[config.mk]
export PLATFORM = sky130hd
export DESIGN_NAME = c_source_whitespace_comment_stripper
export DESIGN_NICKNAME = d
export VERILOG_FILES = /design/src/sv/cwcs_pkg.sv /design/src/sv/cwcs_step.sv /design/src/sv/cwcs_emit_buf.sv /design/src/sv/c_source_whitespace_comment_stripper.sv
export SDC_FILE = /design/constraint.sdc
export NUM_CORES = 1
export LEC_CHECK = 0
export ABC_AREA = 1
export BUFFER_PORTS_ARGS = -buffer_cell sky130_fd_sc_hd__clkbuf_2
export CAP_MARGIN = 5
export CORE_UTILIZATION = 40
export CTS_CLUSTER_DIAMETER = 120
export CTS_CLUSTER_SIZE = 24
export DETAILED_ROUTE_END_ITERATION = 6
export PLACE_DENSITY = 0.63
export SLEW_MARGIN = 10
export SYNTH_ARGS = -nofsm -noshare
export SYNTH_HDL_FRONTEND = slang
export SYNTH_HIERARCHICAL = 1
export SYNTH_SLANG_ARGS = --single-unit
[constraint.sdc]
create_clock -name clk -period 5.9 [get_ports clk]
set_input_delay 1.18 -clock clk [delete_from_list [all_inputs] [get_ports clk]]
set_output_delay 1.18 -clock clk [all_outputs]
set_load 0.01 [all_outputs]
[src/sv/cwcs_pkg.sv]
`default_nettype none
package cwcs_pkg;

  localparam int MaxResults = 5;
  localparam int CountW     = $clog2(MaxResults + 1);
  localparam int IndexW     = $clog2(MaxResults);

  // Character codes used by the stripper.
  localparam logic [7:0] ChNewline   = 8'h0A;
  localparam logic [7:0] ChTab       = 8'h09;
  localparam logic [7:0] ChSpace     = 8'h20;
  localparam logic [7:0] ChDquote    = 8'h22;
  localparam logic [7:0] ChHash      = 8'h23;
  localparam logic [7:0] ChSquote    = 8'h27;
  localparam logic [7:0] ChStar      = 8'h2A;
  localparam logic [7:0] ChSlash     = 8'h2F;
  localparam logic [7:0] ChSemi      = 8'h3B;
  localparam logic [7:0] ChBackslash = 8'h5C;
  localparam logic [7:0] ChNul       = 8'h00;

  // Literal and comment modes.
  localparam logic [1:0] LitNone   = 2'd0;
  localparam logic [1:0] LitString = 2'd1;
  localparam logic [1:0] LitChar   = 2'd2;
  localparam logic [1:0] CmtNone   = 2'd0;
  localparam logic [1:0] CmtLine   = 2'd1;
  localparam logic [1:0] CmtBlock  = 2'd2;

  typedef struct packed {
    logic [7:0] in_char;
    logic       in_last;
  } in_item_t;

  typedef struct packed {
    logic [7:0] out_char;
    logic       run_last;
  } out_item_t;

  typedef struct packed {
    logic [1:0] literal_mode;
    logic [1:0] comment_mode;
    logic       star_seen;
    logic [7:0] prev_raw;
    logic [7:0] prev_prev_raw;
    logic [7:0] last_emitted;
    logic       emitted_since_directive;
    logic       pending_space;
    logic       pending_slash;
    logic       in_directive;
  } strip_state_t;

  // Bytes produced by one input transaction, first byte in entry 0.
  typedef struct packed {
    logic [CountW-1:0]             count;
    logic [MaxResults-1:0][7:0]    chars;
  } emit_list_t;

  localparam strip_state_t StateReset = '{
    literal_mode:            LitNone,
    comment_mode:            CmtNone,
    star_seen:               1'b0,
    prev_raw:                ChNewline,
    prev_prev_raw:           ChNul,
    last_emitted:            ChNul,
    emitted_since_directive: 1'b0,
    pending_space:           1'b0,
    pending_slash:           1'b0,
    in_directive:            1'b0
  };

  function automatic logic is_punct(input logic [7:0] c);
    logic r;
    case (c)
      8'h2B, 8'h2D, 8'h2A, 8'h2F, 8'h3D, 8'h3B, 8'h25, 8'h3C, 8'h3E, 8'h3F,
      8'h21, 8'h7E, 8'h5E, 8'h26, 8'h28, 8'h29, 8'h2C, 8'h7B, 8'h7D,
      8'h7C: r = 1'b1;
      default: r = 1'b0;
    endcase
    return r;
  endfunction

endpackage
`default_nettype wire

[src/sv/cwcs_step.sv]
`default_nettype none
module cwcs_step
  import cwcs_pkg::*;
(
  input  strip_state_t cur,
  input  in_item_t     item,
  output strip_state_t nxt,
  output emit_list_t   emit
);

  always_comb begin
    strip_state_t          s;
    logic [7:0]            c;
    logic [IndexW:0]       n;
    logic [MaxResults-1:0][7:0] chars;
    logic                  do_code;
    logic                  closing;
    logic                  escaped;

    s       = cur;
    c       = item.in_char;
    n       = '0;
    chars   = '0;
    do_code = 1'b0;
    closing = ((cur.literal_mode == LitString) && (c == ChDquote)) ||
              ((cur.literal_mode == LitChar) && (c == ChSquote));
    escaped = (cur.prev_raw == ChBackslash) && (cur.prev_prev_raw != ChBackslash);

    if (cur.in_directive) begin
      if (c == ChNewline) begin
        chars[n[IndexW-1:0]] = ChNewline; n = n + 1'b1;
        s.last_emitted = ChNewline;
        s.in_directive = 1'b0;
        s.emitted_since_directive = 1'b0;
      end else if (!(c == ChSpace && s.last_emitted == ChSpace)) begin
        chars[n[IndexW-1:0]] = c; n = n + 1'b1;
        s.last_emitted = c; s.emitted_since_directive = 1'b1;
      end
    end else if (cur.comment_mode == CmtLine) begin
      if (c == ChNewline) begin
        s.comment_mode = CmtNone;
        do_code = 1'b1;
      end
    end else if (cur.comment_mode == CmtBlock) begin
      if (cur.star_seen && c == ChSlash) begin
        s.comment_mode = CmtNone;
        s.star_seen = 1'b0;
      end else begin
        s.star_seen = (c == ChStar);
      end
    end else if (cur.literal_mode != LitNone) begin
      if (closing && !escaped) s.literal_mode = LitNone;
      chars[n[IndexW-1:0]] = c; n = n + 1'b1;
      s.last_emitted = c; s.emitted_since_directive = 1'b1;
    end else if (cur.pending_slash) begin
      s.pending_slash = 1'b0;
      if (c == ChSlash) begin
        s.comment_mode = CmtLine;
      end else if (c == ChStar) begin
        s.comment_mode = CmtBlock;
        s.star_seen = 1'b0;
      end else begin
        chars[n[IndexW-1:0]] = ChSlash; n = n + 1'b1;
        s.last_emitted = ChSlash; s.emitted_since_directive = 1'b1;
        do_code = 1'b1;
      end
    end else begin
      do_code = 1'b1;
    end

    // Plain code byte with no slash pending.
    if (do_code) begin
      if (c == ChSpace || c == ChTab || c == ChNewline) begin
        if (s.emitted_since_directive && !is_punct(s.last_emitted) &&
            s.last_emitted != ChSpace) begin
          s.pending_space = 1'b1;
        end
      end else if (c == ChHash && cur.prev_raw == ChNewline) begin
        s.pending_space = 1'b0;
        if (s.emitted_since_directive) begin
          if (s.last_emitted != ChSemi) begin
            chars[n[IndexW-1:0]] = ChSemi; n = n + 1'b1;
          end
          chars[n[IndexW-1:0]] = ChNewline; n = n + 1'b1;
        end
        chars[n[IndexW-1:0]] = ChHash; n = n + 1'b1;
        s.last_emitted = ChHash; s.emitted_since_directive = 1'b1;
        s.in_directive = 1'b1;
      end else if (c == ChSlash) begin
        s.pending_space = 1'b0;
        s.pending_slash = 1'b1;
      end else begin
        if (s.pending_space) begin
          s.pending_space = 1'b0;
          if (!is_punct(c)) begin
            chars[n[IndexW-1:0]] = ChSpace; n = n + 1'b1;
          end
        end
        if (c == ChDquote) begin
          s.literal_mode = LitString;
        end else if (c == ChSquote) begin
          s.literal_mode = LitChar;
        end
        chars[n[IndexW-1:0]] = c; n = n + 1'b1;
        s.last_emitted = c; s.emitted_since_directive = 1'b1;
      end
    end

    s.prev_prev_raw = cur.prev_raw;
    s.prev_raw      = c;

    // Final byte of a stream: flush what is pending, then start over.
    if (item.in_last) begin
      if (s.pending_slash) begin
        chars[n[IndexW-1:0]] = ChSlash; n = n + 1'b1;
      end else if (s.pending_space) begin
        chars[n[IndexW-1:0]] = ChSpace; n = n + 1'b1;
      end
      if (s.in_directive) begin
        chars[n[IndexW-1:0]] = ChNewline; n = n + 1'b1;
      end
      s = StateReset;
    end

    nxt        = s;
    emit.count = CountW'(n);
    emit.chars = chars;
  end

endmodule
`default_nettype wire

[src/sv/cwcs_emit_buf.sv]
`default_nettype none
module cwcs_emit_buf
  import cwcs_pkg::*;
(
  input  logic       clk,
  input  logic       rst,
  input  logic       load,
  input  emit_list_t list,
  output logic       busy,
  output logic       dst_valid,
  input  logic       dst_stall,
  output out_item_t  dst_data
);

  logic [7:0]        chars [MaxResults];
  logic [CountW-1:0] remain;
  logic [IndexW-1:0] ptr;
  logic              take;

  assign dst_valid         = (remain != '0);
  assign take              = dst_valid && !dst_stall;
  assign dst_data.out_char = chars[ptr];
  assign dst_data.run_last = (remain == CountW'(1));

  // The buffer can be reloaded once its last byte leaves in this cycle.
  assign busy = (remain > CountW'(1)) || ((remain == CountW'(1)) && dst_stall);

  always_ff @(posedge clk) begin
    if (rst) begin
      remain <= '0;
      ptr    <= '0;
    end else if (load) begin
      remain <= list.count;
      ptr    <= '0;
    end else if (take) begin
      remain <= remain - 1'b1;
      ptr    <= ptr + 1'b1;
    end
  end

  always_ff @(posedge clk) begin
    if (load) begin
      for (int i = 0; i < MaxResults; i++) begin
        chars[i] <= list.chars[i];
      end
    end
  end

endmodule
`default_nettype wire

[src/sv/c_source_whitespace_comment_stripper.sv]
`default_nettype none
// C source minifier. One raw source byte enters per transaction on the src
// channel and zero to four minified bytes leave, one per transaction, on the
// dst channel; run_last marks the final byte produced for each input byte.
// The stripper state is updated in the cycle a byte is accepted, and the
// bytes it produces are held in a five-entry result buffer that drains one
// byte per cycle while dst_stall is low, so the first of them is offered in
// the cycle after the input byte is taken. With dst_stall low, a byte that
// yields zero or one output bytes never holds src_stall, so most code streams
// through at one byte per clock. A byte that yields two or more bytes holds
// src_stall while the buffer drains, and so does any buffered byte that
// dst_stall holds back. Bytes that yield more than one are a directive start,
// a character that follows a slash which did not open a comment, a word
// character that follows a collapsed space, and a flush at the final byte.
// Setting in_last on a byte flushes a pending slash or space, closes an open
// directive line and returns the block to its reset state for the next
// stream. There is no configuration and no clearing pass after reset.
module c_source_whitespace_comment_stripper
  import cwcs_pkg::*;
(
  input  logic      clk,
  input  logic      rst,
  input  logic      src_valid,
  output logic      src_stall,
  input  in_item_t  src_data,
  output logic      dst_valid,
  input  logic      dst_stall,
  output out_item_t dst_data
);

  strip_state_t state;
  strip_state_t state_next;
  emit_list_t   list;
  logic         busy;
  logic         accept;

  assign src_stall = busy;
  assign accept    = src_valid && !busy;

  // All per-byte decisions are made here from the current state.
  cwcs_step u_step (
    .cur  (state),
    .item (src_data),
    .nxt  (state_next),
    .emit (list)
  );

  // Stripper state advances only on an accepted transaction.
  always_ff @(posedge clk) begin
    if (rst) begin
      state <= StateReset;
    end else if (accept) begin
      state <= state_next;
    end
  end

  // The result buffer separates the two sides, so a new byte is taken in
  // the same cycle the previous result's last byte is delivered.
  cwcs_emit_buf u_emit_buf (
    .clk       (clk),
    .rst       (rst),
    .load      (accept),
    .list      (list),
    .busy      (busy),
    .dst_valid (dst_valid),
    .dst_stall (dst_stall),
    .dst_data  (dst_data)
  );

endmodule
`default_nettype wire
======== Yosys cells after proc, flatten, opt, wreduce, memory -nomap -nowiden ========
Memories as Yosys holds them, arrays and structs flattened. A register that Yosys moved wholly into a read port is not among the register bits.
Cells that the tools add are included.
word-level totals
  register bits ........................... 39
  RAM bits ................................ 40
  word-level logic and storage cells ...... 307
  memories ................................ 1
operators by class
  add/subtract/negate cells ............... 8
  order comparisons ....................... 13
  equality and inequality tests ........... 64
  mux-type cells .......................... 150
  bitwise operators ....................... 21
  reductions and logical operators ........ 38
memories
  name              depth  width  read ports  clocked after Yosys merged registers in  write ports  RTL line             text
  u_emit_buf.chars  5      8      1           1                                        5            cwcs_emit_buf.sv:15  logic [7:0] chars [MaxResults];
operator list
  operator                                                                count
  40-bit two-way mux                                                      24
  8-bit by 6-bit equality test with 1-bit output (second input constant)  35
  8-bit demux with 3-bit select                                           6
  8-bit two-way mux                                                       14
  3-bit two-way mux                                                       37
  9-bit two-way mux                                                       11
  8-bit by 7-bit equality test with 1-bit output (second input constant)  11
  35-bit NOT                                                              2
  30-bit bitwise AND                                                      2
  30-bit NOT                                                              2
  40-bit bitwise mux                                                      1
  20-bit OR reduction                                                     2
  1-bit two-way mux                                                       37
  35-bit bitwise AND                                                      1
  7-bit by 35-bit bitwise AND with 35-bit output                          1
  33-bit two-way mux                                                      1
  2-bit two-way mux                                                       15
  15-bit NOT                                                              2
  25-bit bitwise AND                                                      1
  25-bit NOT                                                              1
  25-bit bitwise OR                                                       1
  5-bit by 25-bit bitwise OR with 25-bit output                           1
  8-bit by 4-bit equality test with 1-bit output (second input constant)  3
  3-bit by 4-bit < comparator with 1-bit output (second input constant)   6
  32 further kinds                                                        77

======== Depth between registers and ports, before layout ========
Gate-level depths: netlist (run 1).
  depth in word-level cells ............... 35
  gate-level depth with buffers ........... 32
  depth with buffers taken out ............ 31

======== Cells and area by module ========
Netlist (run 1), hierarchy kept.
by module, submodules not included
  module                                times used  cells an instance  area each (um2)  seq. area each (um2)
  cwcs_step                             1           513                2780.2           0.0
  cwcs_emit_buf                         1           186                2057.0           1381.3
  c_source_whitespace_comment_stripper  1           212                1417.6           660.6

======== Worst setup path before layout (run 1) ========
OpenSTA, ideal clock, no wires.
  path type ............................... input to register
  start point ............................. in src_data[7] (netlist bit)
  end point ............................... reg u_emit_buf.remain[1]
  setup time .............................. 0.116 ns
  data arrival time ....................... 4.411 ns
  data required time ...................... 5.784 ns
  path slack .............................. 1.373 ns
  cell stages on the path ................. 22
  cells stage by stage .................... inv_1 clkbuf_1 a211oi_1 o21ai_0 nand2_1 a2111oi_0 inv_1 ha_1 o21a_2 ha_1 a22oi_2 nor2_2 ha_1 nand2_2 nand2_4 ha_1 o21ai_0 o22ai_1 nand2_1 o21ai_0 nand2_1 a21oi_1
RTL lines
  what                  RTL line                                    text
  from (decl)           c_source_whitespace_comment_stripper.sv:25  input in_item_t src_data,
  to (signal assigned)  cwcs_emit_buf.sv:33                         remain <= list.count;
  to (signal assigned)  cwcs_emit_buf.sv:36                         remain <= remain - 1'b1;
  to (decl)             cwcs_emit_buf.sv:16                         logic [CountW-1:0] remain;

==> metrics.txt, run 1 <==
Fin. Hold Viols 0; Leak 3.03 nW; Max IR drop VDD 0.000257 V; pre-CTS setup slack 0.869 ns; post-synth top area share 0.192; final antenna-violating net count 0; vias in the first global route 5186; initial antenna violation count 0; CP Capture Type flop; placement row count 45; status finished, final reports clean; largest cells by area after synthesis edfxtp_1 (19%), dfxtp_1 (13%), nor2_1 (9.8%); Hold WC Path Type reg -> reg; clock power share 0.123; sw frac 0.528; CP Launch Point src_data[4]; Int Pwr 2.15 mW; Slew Limit Fails 0; hold_sp u_emit_buf/ptr[0]; chip height 127 um; critical path class in -> reg; clk sinks 82; Via Count 5723; Syn Area/Cell 6.87 um2; CTS Hold Bufs 0; predominant post-synthesis flop cell dfxtp_1; fraction of layout cells with a size suffix above 1 0.169; Post-synth EDFFs 40; unrepaired setup endpoints after global routing no; Seq. cell area 0.00204 mm2; post-route clock period utilization 0.795; fillers 1612; synthesized flop and latch total 82; CP startpoint kind input pin; gr ovfl total 0; Power Dens Cells 677 mW/mm2; Total Nets Final 946; clk root buf clkbuf_16; Die Footprint 0.0161 mm2; total iterations of the first detailed-routing run 5; Crit path required time 6.14 ns; routability cong. 0.949; Longest Clk Path Bufs 2; setup tns final 0 ns; drt drc 0; Synth cell types 63; critical path's slowest cell a2111oi_0; clock latency on the worst-skew pair 0.35 ns; first-pass GRT wire length 27200 um; fmax 213 MHz; Worst Tran Pin Value 1.04 ns; gr usage total 0.217; post_cts resized 0; Yosys top cell by area edfxtp_1; final worst slack 1.21 ns; Die Wd 127 um; Initial Util 0.410; num ports 24; Core Area 0.0153 mm2; hpwl dp 12800 um; CTS tree yes; Worst-path clk slew 0.06 ns; Comb power frac 0.652; WL final 16800 um; smallest hold slack 0.483 ns; synth-to-layout area growth 7.70%; crit-path max cell delay 0.61 ns; crit path DAT 4.94 ns; min Tclk post-route 4.69 ns; cells along the critical path clkbuf_2 > inv_1 > o211ai_1 > nand2_1 > a2111oi_0 > inv_1 > ha_1 > o21a_2 > ha_1 > a22oi_2 > nor2_2 > ha_1 > nand2_2 > nand2_4 > ha_1 > o21ai_0 > o22ai_1 > nand2_1 > o21ai_0 > nand2_1 > a21oi_1; number of port buffers 23; total CTS buffers 9; Slew HR 0.306; multi-input logic area 0.00339 mm2; DR vias/cell 5.04; drt initial violations 449; Tot Pwr 4.56 mW; Crit path top cell by count ha_1; endpoints failing setup 0; YS warnings 6; sequential-to-total area share from yosys stat 0.326; Post-Syn Area 0.00625 mm2; Critical Path Fanout Max 10; post-layout util 0.441; NetSw 2.41 mW; Post-Route Skew 0.00731 ns; cells after synthesis 911; maxcap violations 0; postcts setup bufs 0; RR Startpoint state[0]; drt wl/cell 14.8 um; asr flop ratio synth 0; diodes inserted 0; largest net degree at the start of global routing 48; H-Tree Depth 3; sequential share of power 0.225
[worst paths after layout]
kind / end / slack, ns / cells after the start
setup / recovery: u_emit_buf/remain[1] / 1.21 / 21
hold / removal: u_emit_buf/ptr[0] / 0.48 / 1
setup reg to reg: u_emit_buf/remain[1] / 1.90 / 26
hold reg to reg: u_emit_buf/ptr[0] / 0.48 / 1
[critical path: cells and delay by family]
kind	cells	cell delay, ns
compound gates	8	1.60
fa+ha+maj	4	1.16
buf+inv	3	0.54
simple gates	6	0.44
[flip-flops by register name (all words and copies together) (netlist names), named ones only]
| name | count |
|---|---|
| state | 33 |
| u_emit_buf/chars | 40 |
| u_emit_buf/ptr | 3 |
| u_emit_buf/remain | 3 |
[cells by family after synthesis]
logic type / count (synthesis) / synth area share
multiplexers: 1 / 0.00160
flip-flops: 82 / 0.326
AND/OR/NAND/NOR: 483 / 0.371
buffers and inverters: 188 / 0.134
AO/OA/AOI/OAI: 142 / 0.138
adder cells (fa/ha/maj): 14 / 0.0280
other: 1 / 0.000600
[cell usage after synthesis, types with 2 or more instances]
| library cell | number |
|---|---|
| nor2_1 | 163 |
| nand2_1 | 156 |
| inv_1 | 122 |
| nand3_1 | 64 |
| o21ai_0 | 48 |
| dfxtp_1 | 42 |
| edfxtp_1 | 40 |
| a21oi_1 | 32 |
| inv_2 | 23 |
| nand2_2 | 23 |
| o21ai_1 | 18 |
| nor2_2 | 17 |
| ha_1 | 14 |
| nor3_1 | 13 |
| nand2_4 | 11 |
| buf_4 | 9 |
| clkbuf_1 | 9 |
| nand4_1 | 8 |
| a31oi_1 | 7 |
| buf_2 | 7 |
| buf_6 | 7 |
| o211ai_1 | 7 |
| nor2_4 | 6 |
| inv_4 | 5 |
| nor4_1 | 5 |
| o21ai_2 | 5 |
| nand2_8 | 3 |
| nand3_2 | 3 |
| o311ai_0 | 3 |
| a211oi_1 | 2 |
| a21oi_4 | 2 |
| a22oi_1 | 2 |
| clkinv_2 | 2 |
| nor3_2 | 2 |
| o31ai_1 | 2 |
| o32ai_1 | 2 |
[cell usage in the layout (no fill, tap or decap), types with 2 or more instances in the layout]
| cell | instances |
|---|---|
| conb_1 | 4 |
| nand2_2 | 23 |
| nor2_2 | 17 |
| a21oi_1 | 32 |
| inv_2 | 23 |
| nor2_4 | 6 |
| nand2_1 | 156 |
| a21oi_4 | 2 |
| clkinv_2 | 3 |
| nand2_8 | 3 |
| o21ai_2 | 5 |
| nor3_2 | 2 |
| clkinv_1 | 3 |
| edfxtp_1 | 40 |
| a22oi_1 | 2 |
| nor3_1 | 13 |
| o211ai_1 | 7 |
| clkbuf_16 | 9 |
| clkbuf_2 | 23 |
| o21ai_0 | 48 |
| buf_4 | 6 |
| ha_1 | 14 |
| o21ai_1 | 18 |
| nand2_4 | 11 |
| o311ai_0 | 3 |
| dfxtp_1 | 42 |
| o32ai_1 | 2 |
| nor4_1 | 5 |
| o31ai_1 | 2 |
| inv_1 | 122 |
| nor2_1 | 163 |
| inv_4 | 5 |
| a31oi_1 | 7 |
| nand3_2 | 3 |
| a211oi_1 | 2 |
| nand3_1 | 64 |
| nand4_1 | 8 |
[per-layer routing]
layer | global-route usage | wire length, um
met1 | 0.300 | 7990
met2 | 0.346 | 7500
met3 | 0.0310 | 958
met4 | 0.0763 | 339
met5 | 0 | 0
[power by group through the flow]
stage | Clock, mW | Sequential [mW] | Combinational [mW]
floorplan | 0 | 0.980 | 2.37
global placement | 0 | 1.03 | 2.96
detailed placement | 0 | 1.04 | 2.95
CTS | 0.574 | 1.03 | 2.96
global route | 0.595 | 1.05 | 3.32
finish | 0.563 | 1.03 | 2.97
[layout make-up]
cell class | count | area share
repair buffers | 29 | 0.0238
inverters | 153 | 0.0875
clock buffers | 9 | 0.0334
multi-input cells | 644 | 0.503
well taps | 211 | 0.0392
clock inverters | 7 | 0.0100
flip-flops and latches | 82 | 0.303
[per-stage QoR]
stage	cells	area, um2
floorplan	914	6270
detailed placement	1119	6440
finish	1135	6740
global placement	1119	6440
CTS	1135	6740
global route	1135	6740
No activity file was read; power rests on OpenSTA's default activity.
==> run 2: changes to the inputs <==
ABC_AREA = 0   (was 1)
PLACE_DENSITY = 0.65   (was 0.63)
clock period = 4.2 ns   (was 5.9 ns; I/O delays follow)
==> run 2 against run 1 <==
Effect of this change:
- the run now ends with design-rule violations, negative setup slack left
- sequential power increased by 15%
- clock skew shrank 0.0010 ns
- hold slack got worse by 0.0058 ns
- design area rose by 10%
- worst setup slack got worse by 1.3 ns
- power shrank 31%
- first-iteration DRC count is 3.6% lower
- count of clock-buffer cells in the layout is 2 higher
- non-clock buffer count increased by 110
- synthesized cell count is 27% lower
- final cell count decreased by 16%
- critical path type unchanged
- largest power group is now registers
==> metrics.txt, run 2 <==
status complete, but fails checks (was finished, final reports clean); failing checks design-rule violations, negative setup slack; number of port buffers 23 (unchanged); placement row count 44 (was 45); sequential-to-total area share from yosys stat 0.339 (was 0.326); Power Dens Cells 425 mW/mm2 (was 677 mW/mm2); maxcap violations 0 (unchanged); commonest non-fill, non-tap cells in the layout buf_4 (115), nor2_1 (59), nand2_1 (46) (was nor2_1 (163), nand2_1 (156), inv_1 (122)); hold_sp state[18] (was u_emit_buf/ptr[0]); sequential share of power 0.375 (was 0.225); critical path's slowest cell or4b_4 (was a2111oi_0); chip height 125 um (was 127 um); unrepaired setup endpoints after global routing yes (was no); cells along the critical path buf_6 > or4b_4 > nor2_4 > a221o_1 > or3b_4 > and4bb_2 > inv_4 > ha_4 > a211o_1 > a21oi_2 > ha_1 > a21o_1 > o41a_1 > ha_2 > nand2b_1 > xnor2_1 > mux2i_1 > nor2_1 > a311oi_1 (was clkbuf_2 > inv_1 > o211ai_1 > nand2_1 > a2111oi_0 > inv_1 > ha_1 > o21a_2 > ha_1 > a22oi_2 > nor2_2 > ha_1 > nand2_2 > nand2_4 > ha_1 > o21ai_0 > o22ai_1 > nand2_1 > o21ai_0 > nand2_1 > a21oi_1); CP delay by family, top simple AND/OR/NAND/NOR gates (was compound AO/OA/AOI/OAI gates); Core Area 0.0146 mm2 (was 0.0153 mm2); gr ovfl total 0 (unchanged); predominant post-synthesis flop cell dfxtp_1 (unchanged); Post-Syn Area 0.00603 mm2 (was 0.00625 mm2); clk sinks 82 (unchanged); post-synth top area share 0.199 (was 0.192); Synth cell types 82 (was 63); Leak 2.85 nW (was 3.03 nW); hpwl dp 14200 um (was 12800 um); Post-Route Skew 0.00628 ns (was 0.00731 ns); commonest non-fill, non-tap cell in the layout buf_4 (was nor2_1); Initial Util 0.412 (was 0.410); num ports 24 (unchanged); Crit path required time 4.47 ns (was 6.14 ns); H-Tree Depth 3 (unchanged); Die Wd 125 um (was 127 um); Syn Area/Cell 9.07 um2 (was 6.87 um2); Worst-path clk slew 0.07 ns (was 0.06 ns); Comb power frac 0.368 (was 0.652); largest net degree at the start of global routing 63 (was 48); CP Capture Type flop (unchanged); Post-synth EDFFs 40 (unchanged); Worst Tran Pin Value 0.898 ns (was 1.04 ns); critical path class in -> reg (unchanged); diodes inserted 0 (unchanged); DR vias/cell 5.95 (was 5.04); Layout Cells excl Fill 954 (was 1135); min Tclk post-route 4.25 ns; Longest Clk Path Bufs 2 (unchanged); max reg flops 40 (unchanged); CTS tree yes (unchanged); Largest regs u_emit_buf/chars (40), state (33) (unchanged); smallest hold slack 0.477 ns (was 0.483 ns); gr usage total 0.246 (was 0.217); drt wl/cell 19.5 um (was 14.8 um); Via Count 5681 (was 5723); YS warnings 6 (unchanged); NetSw 1.09 mW (was 2.41 mW); Int Pwr 2.06 mW (was 2.15 mW); synthesized flop and latch total 82 (unchanged); drt drc 3 (was 0); first-pass GRT wire length 29600 um (was 27200 um); synth-to-layout area growth 22.8% (was 7.70%); top-count cell post-synth nor2_1 (unchanged); CP Launch Point src_data[8] (was src_data[4]); fraction of layout cells with a size suffix above 1 0.319 (was 0.169); CP startpoint kind input pin (unchanged); CP Buf/Inv Count 2 (was 3); Hold WC Path Type reg -> reg (unchanged); routability cong. 0.930 (was 0.949); drt initial violations 433 (was 449); RR Startpoint state[30] (was state[0]); placed cells 935 (was 1119); clock power share 0.257 (was 0.123); fillers 1397 (was 1612); vias in the first global route 5579 (was 5186); multi-input logic area 0.00375 mm2 (was 0.00339 mm2); endpoints failing setup 6 (was 0); pre-CTS setup slack -0.422 ns (was 0.869 ns); Slew Limit Fails 0 (unchanged); clk root buf clkbuf_16 (unchanged); Biggest register u_emit_buf/chars (unchanged); Slew HR 0.401 (was 0.306); WL final 18600 um (was 16800 um); crit path DAT 4.52 ns (was 4.94 ns); initial antenna violation count 0 (unchanged); Critical Path Fanout Max 3 (was 10); Seq. cell area 0.00204 mm2 (unchanged); fmax 235 MHz; post-route clock period utilization 1.01; Yosys top cell by area edfxtp_1 (unchanged); total iterations of the first detailed-routing run 7 (was 5); Fin. Hold Viols 0 (unchanged); sw frac 0.346 (was 0.528); final worst slack -0.0485 ns (was 1.21 ns); cells after synthesis 665 (was 911); Die Footprint 0.0156 mm2 (was 0.0161 mm2); largest cells by area after synthesis edfxtp_1 (20%), dfxtp_1 (14%), nand4bb_1 (5.8%) (was edfxtp_1 (19%), dfxtp_1 (13%), nor2_1 (9.8%)); crit-path max cell delay 0.58 ns (was 0.61 ns); clock latency on the worst-skew pair 0.36 ns (was 0.35 ns); Post-synth top cells nor2_1 (63), nand2_1 (47), dfxtp_1 (42), nand2b_1 (41), edfxtp_1 (40) (was nor2_1 (163), nand2_1 (156), inv_1 (122), nand3_1 (64), o21ai_0 (48)); Max IR drop VDD 0.000290 V (was 0.000257 V); total CTS buffers 9 (unchanged); Total Nets Final 792 (was 946); final antenna-violating net count 0 (unchanged); asr flop ratio synth 0 (unchanged)
[run 2: cell types whose count changed after synthesis, moves of 23 or more]
| cell | delta |
|---|---|
| o21ai_2 | +24 |
| nand4bb_1 | +31 |
| nand2_2 | -23 |
| inv_2 | -23 |
| o21ai_0 | -28 |
| nand2_1 | -109 |
| nand3_1 | -47 |
| nand2b_1 | +41 |
| nor2_1 | -100 |
| inv_1 | -104 |
[run 2: path summary, 6_finish.rpt]
path / slack [ns] / cells past startpoint / endpoint
max reg2reg: 0.14 / 18 / u_emit_buf/remain[2]
min reg2reg: 0.48 / 2 / state[18]
max: -0.05 / 19 / u_emit_buf/remain[2]
min: 0.48 / 2 / state[18]
[run 2: worst reg2reg max path, cell delays in order, from the launching register on]
cell and delay, ns:
dfxtp_1 0.42, xnor2_2 0.52, a21o_1 0.25, a21oi_2 0.08
or3b_4 0.37, and4bb_2 0.35, inv_4 0.06, ha_4 0.16
a211o_1 0.26, a21oi_2 0.16, ha_1 0.25, a21o_1 0.16
o41a_1 0.17, ha_2 0.22, nand2b_1 0.08, xnor2_1 0.07
mux2i_1 0.14, nor2_1 0.07, a311oi_1 0.19
[run 2: layout make-up]
| class | count | share of cell area |
|---|---|---|
| clock buffer | 11 | 0.0356 |
| clock inverter | 5 | 0.00540 |
| inverter | 19 | 0.00996 |
| multi-input combinational | 514 | 0.507 |
| sequential | 82 | 0.276 |
| tap | 184 | 0.0311 |
| timing repair buffer | 139 | 0.136 |
[run 2: what timing repair did]
| action | 4_1_cts | 5_1_grt |
|---|---|---|
| hold buffers | 0 | 0 |
| setup buffers | 2 | 1 |
| setup endpoints to repair | 10 | 19 |
| resized for setup | 3 | 17 |
| hold endpoints to repair | 0 | 0 |
| pin swaps | 3 | 12 |
[run 2: per-stage QoR]
step           total power, mW  area (um2)   util  TNS [ns]
2_1_floorplan             2.01        6100      -     -2.71
4_1_cts                   3.17        7320  0.500   -0.0198
3_5_place_dp              2.36        6990  0.477     -6.43
5_1_grt                   3.31        7410  0.506     -1.08
3_3_place_gp              2.31        6990  0.477     -5.02
6_report                  3.15        7410  0.506    -0.111
[run 2: metal layers]
layer	track usage	wire, um
met1	0.307	8020
met2	0.406	8790
met3	0.0425	1010
met4	0.127	760
met5	0	0
[run 2: power groups by stage]
stage	Clock [mW]	Sequential [mW]	Combinational (mW)
2_1_floorplan	0	1.14	0.869
3_3_place_gp	0	1.19	1.12
3_5_place_dp	0	1.20	1.15
4_1_cts	0.828	1.18	1.15
5_1_grt	0.850	1.20	1.26
6_report	0.809	1.18	1.16
[run 2: kinds of logic (layout without fill, tap and decap cells)]
| logic type | count (synthesis) | after routing | share of synthesized area |
|---|---|---|---|
| AND/OR/NAND/NOR | 290 | 290 | 0.289 |
| AO/OA/AOI/OAI | 176 | 176 | 0.211 |
| flip-flops | 82 | 82 | 0.339 |
| buffers and inverters | 72 | 174 | 0.0637 |
| multiplexers | 23 | 23 | 0.0564 |
| adder cells (fa/ha/maj) | 14 | 14 | 0.0290 |
| XOR/XNOR | 7 | 7 | 0.0114 |
| other | 1 | 4 | 0.000622 |
==> run 3: changes to the inputs <==
CELL_PAD_IN_SITES_DETAIL_PLACEMENT = 1   (was default)
CELL_PAD_IN_SITES_GLOBAL_PLACEMENT = 2   (was default)
CORE_UTILIZATION = 36   (was 40)
PLACE_DENSITY = 0.84   (was 0.65)
==> run 3 against run 2 <==
Effect of this change:
- the flow finishes with violations (negative setup slack)
- worst setup slack got worse by 0.014 ns
- sequential power hardly changed
- sequential share of layout area hardly changed
- die area is 11% higher
- wire length grew 13%
- clock power fell by 2%
- via count is 0.67% higher
- critical path type unchanged
- critical endpoint unchanged
- largest cell class unchanged
==> metrics.txt, run 3 (synthesis results as in run 2) <==
Worst Tran Pin Value 1.09 ns (was 0.898 ns); max reg flops 40 (unchanged); unrepaired setup endpoints after global routing yes (unchanged); gr ovfl total 0 (unchanged); Leak 2.81 nW (was 2.85 nW); drt wl/cell 21.5 um (was 19.5 um); hpwl dp 15500 um (was 14200 um); placement row count 46 (was 44); min Tclk post-route 4.26 ns (was 4.25 ns); chip height 131 um (was 125 um); drt drc 0 (was 3); post-layout util 0.460 (was 0.506); post-route clock period utilization 1.01 (about the same); H-Tree Depth 3 (unchanged); Max IR drop VDD 0.000200 V (was 0.000290 V); Crit path required time 4.46 ns (was 4.47 ns); clock latency on the worst-skew pair 0.35 ns (was 0.36 ns); commonest non-fill, non-tap cell in the layout buf_4 (unchanged); CP startpoint kind input pin (unchanged); first-pass GRT wire length 33100 um (was 29600 um); initial antenna violation count 0 (unchanged); Hold WC Path Type reg -> reg (unchanged); commonest non-fill, non-tap cells in the layout buf_4 (105), nor2_1 (59), nand2_1 (46) (was buf_4 (115), nor2_1 (59), nand2_1 (46)); routability cong. 0.911 (was 0.930); Longest Clk Path Bufs 2 (unchanged); smallest hold slack 0.474 ns (was 0.477 ns); crit path DAT 4.52 ns (about the same); Critical Path Fanout Max 4 (was 3); number of port buffers 23 (unchanged); WL final 21000 um (was 18600 um); gr usage total 0.246 (about the same); largest net degree at the start of global routing 71 (was 63); Post-Route Skew 0.00909 ns (was 0.00628 ns); endpoints failing setup 4 (was 6); fraction of layout cells with a size suffix above 1 0.313 (was 0.319); clk sinks 82 (unchanged); total iterations of the first detailed-routing run 5 (was 7); Die Footprint 0.0173 mm2 (was 0.0156 mm2); diodes inserted 0 (unchanged); total CTS buffers 9 (unchanged); fmax 235 MHz (about the same); Initial Util 0.374 (was 0.412); vias in the first global route 5983 (was 5579); CP Capture Type flop (unchanged); Fin. Hold Viols 0 (unchanged); drt initial violations 316 (was 433); critical path class in -> reg (unchanged); Die Wd 131 um (was 125 um); Slew Limit Fails 0 (unchanged); num ports 24 (unchanged); final antenna-violating net count 0 (unchanged); Via Count 5719 (was 5681); CTS tree yes (unchanged); Biggest register u_emit_buf/chars (unchanged); Power Dens Cells 417 mW/mm2 (was 425 mW/mm2); Worst R2R Setup Slack 0.08 ns (was 0.14 ns); Total Nets Final 783 (was 792); fillers 1866 (was 1397); DR vias/cell 5.85 (was 5.95); Core Area 0.0161 mm2 (was 0.0146 mm2); Worst-path clk slew 0.07 ns (about the same); Slew HR 0.271 (was 0.401); status complete, but fails checks (unchanged); final worst slack -0.0621 ns (was -0.0485 ns); clk root buf clkbuf_16 (unchanged); failing checks negative setup slack (was design-rule violations, negative setup slack); maxcap violations 0 (unchanged); synth-to-layout area growth 22.9% (was 22.8%); Largest regs u_emit_buf/chars (40), state (33) (unchanged)
-- run 3: repair_timing --
item,in CTS,in global routing
pin swaps,1,14
gates resized for setup,3,26
hold buffers,0,0
endpoints found under the setup margin,3,18
hold endpoints to repair,0,0
buffers inserted,0,4
-- run 3: cell type report --
type                            count  area [um2]  share of cell area
Clock buffer                       10         250              0.0337
Clock inverter                      6        45.0             0.00607
Inverter                           19        73.8             0.00995
Multi-Input combinational cell    514        3790               0.511
Sequential cell                    82        2040               0.276
Tap cell                          216         270              0.0364
Timing Repair Buffer              130         947               0.128
-- run 3: final timing paths --
check / endpoint / start / depth (start not counted)
setup / recovery: u_emit_buf/remain[2] / src_data[7] / 19
hold / removal: state[16] / state[16] / 2
setup reg to reg: u_emit_buf/remain[2] / state[29] / 18
hold reg to reg: state[16] / state[16] / 2
-- run 3: power by group --
part	total (mW)	internal, mW	leakage, nW	switching (mW)
clock network	0.792	0.442	0.144	0.350
logic	1.11	0.477	1.94	0.638
registers	1.19	1.07	0.725	0.112
total	3.09	1.99	2.81	1.10
-- run 3: through the flow --
stage | cells | cell area [um2] | TNS, ns | setup slack (ns) | power (mW)
floorplan | 668 | 6100 | -2.71 | -0.297 | 2.01
global placement | 957 | 6960 | -3.52 | -0.303 | 2.25
detailed placement | 957 | 6960 | -6.64 | -0.472 | 2.32
CTS | 973 | 7270 | -0.0242 | -0.0181 | 3.12
global route | 977 | 7420 | -1.04 | -0.201 | 3.25
finish | 977 | 7420 | -0.128 | -0.0621 | 3.09
-- run 3: per-layer routing --
metal	up-vias	global-route usage	wire length [um]
li1	2664	-	-
met1	2850	0.309	9310
met2	148	0.412	10200
met3	57	0.0455	816
met4	0	0.105	655
met5	-	0	0
-- run 3: worst max-delay path: stages --
cell and delay (ns):
buf_6 0.10, or4b_4 0.57, nor2_2 0.10, a221o_1 0.15, or3b_4 0.38, and4bb_2 0.36
inv_4 0.07, ha_4 0.16, a211o_1 0.28, a21oi_2 0.18, ha_1 0.25, a21o_1 0.16
o41a_1 0.18, ha_4 0.20, nand2b_1 0.07, xnor2_1 0.06, mux2i_1 0.16, nor2_1 0.07
a311oi_1 0.18
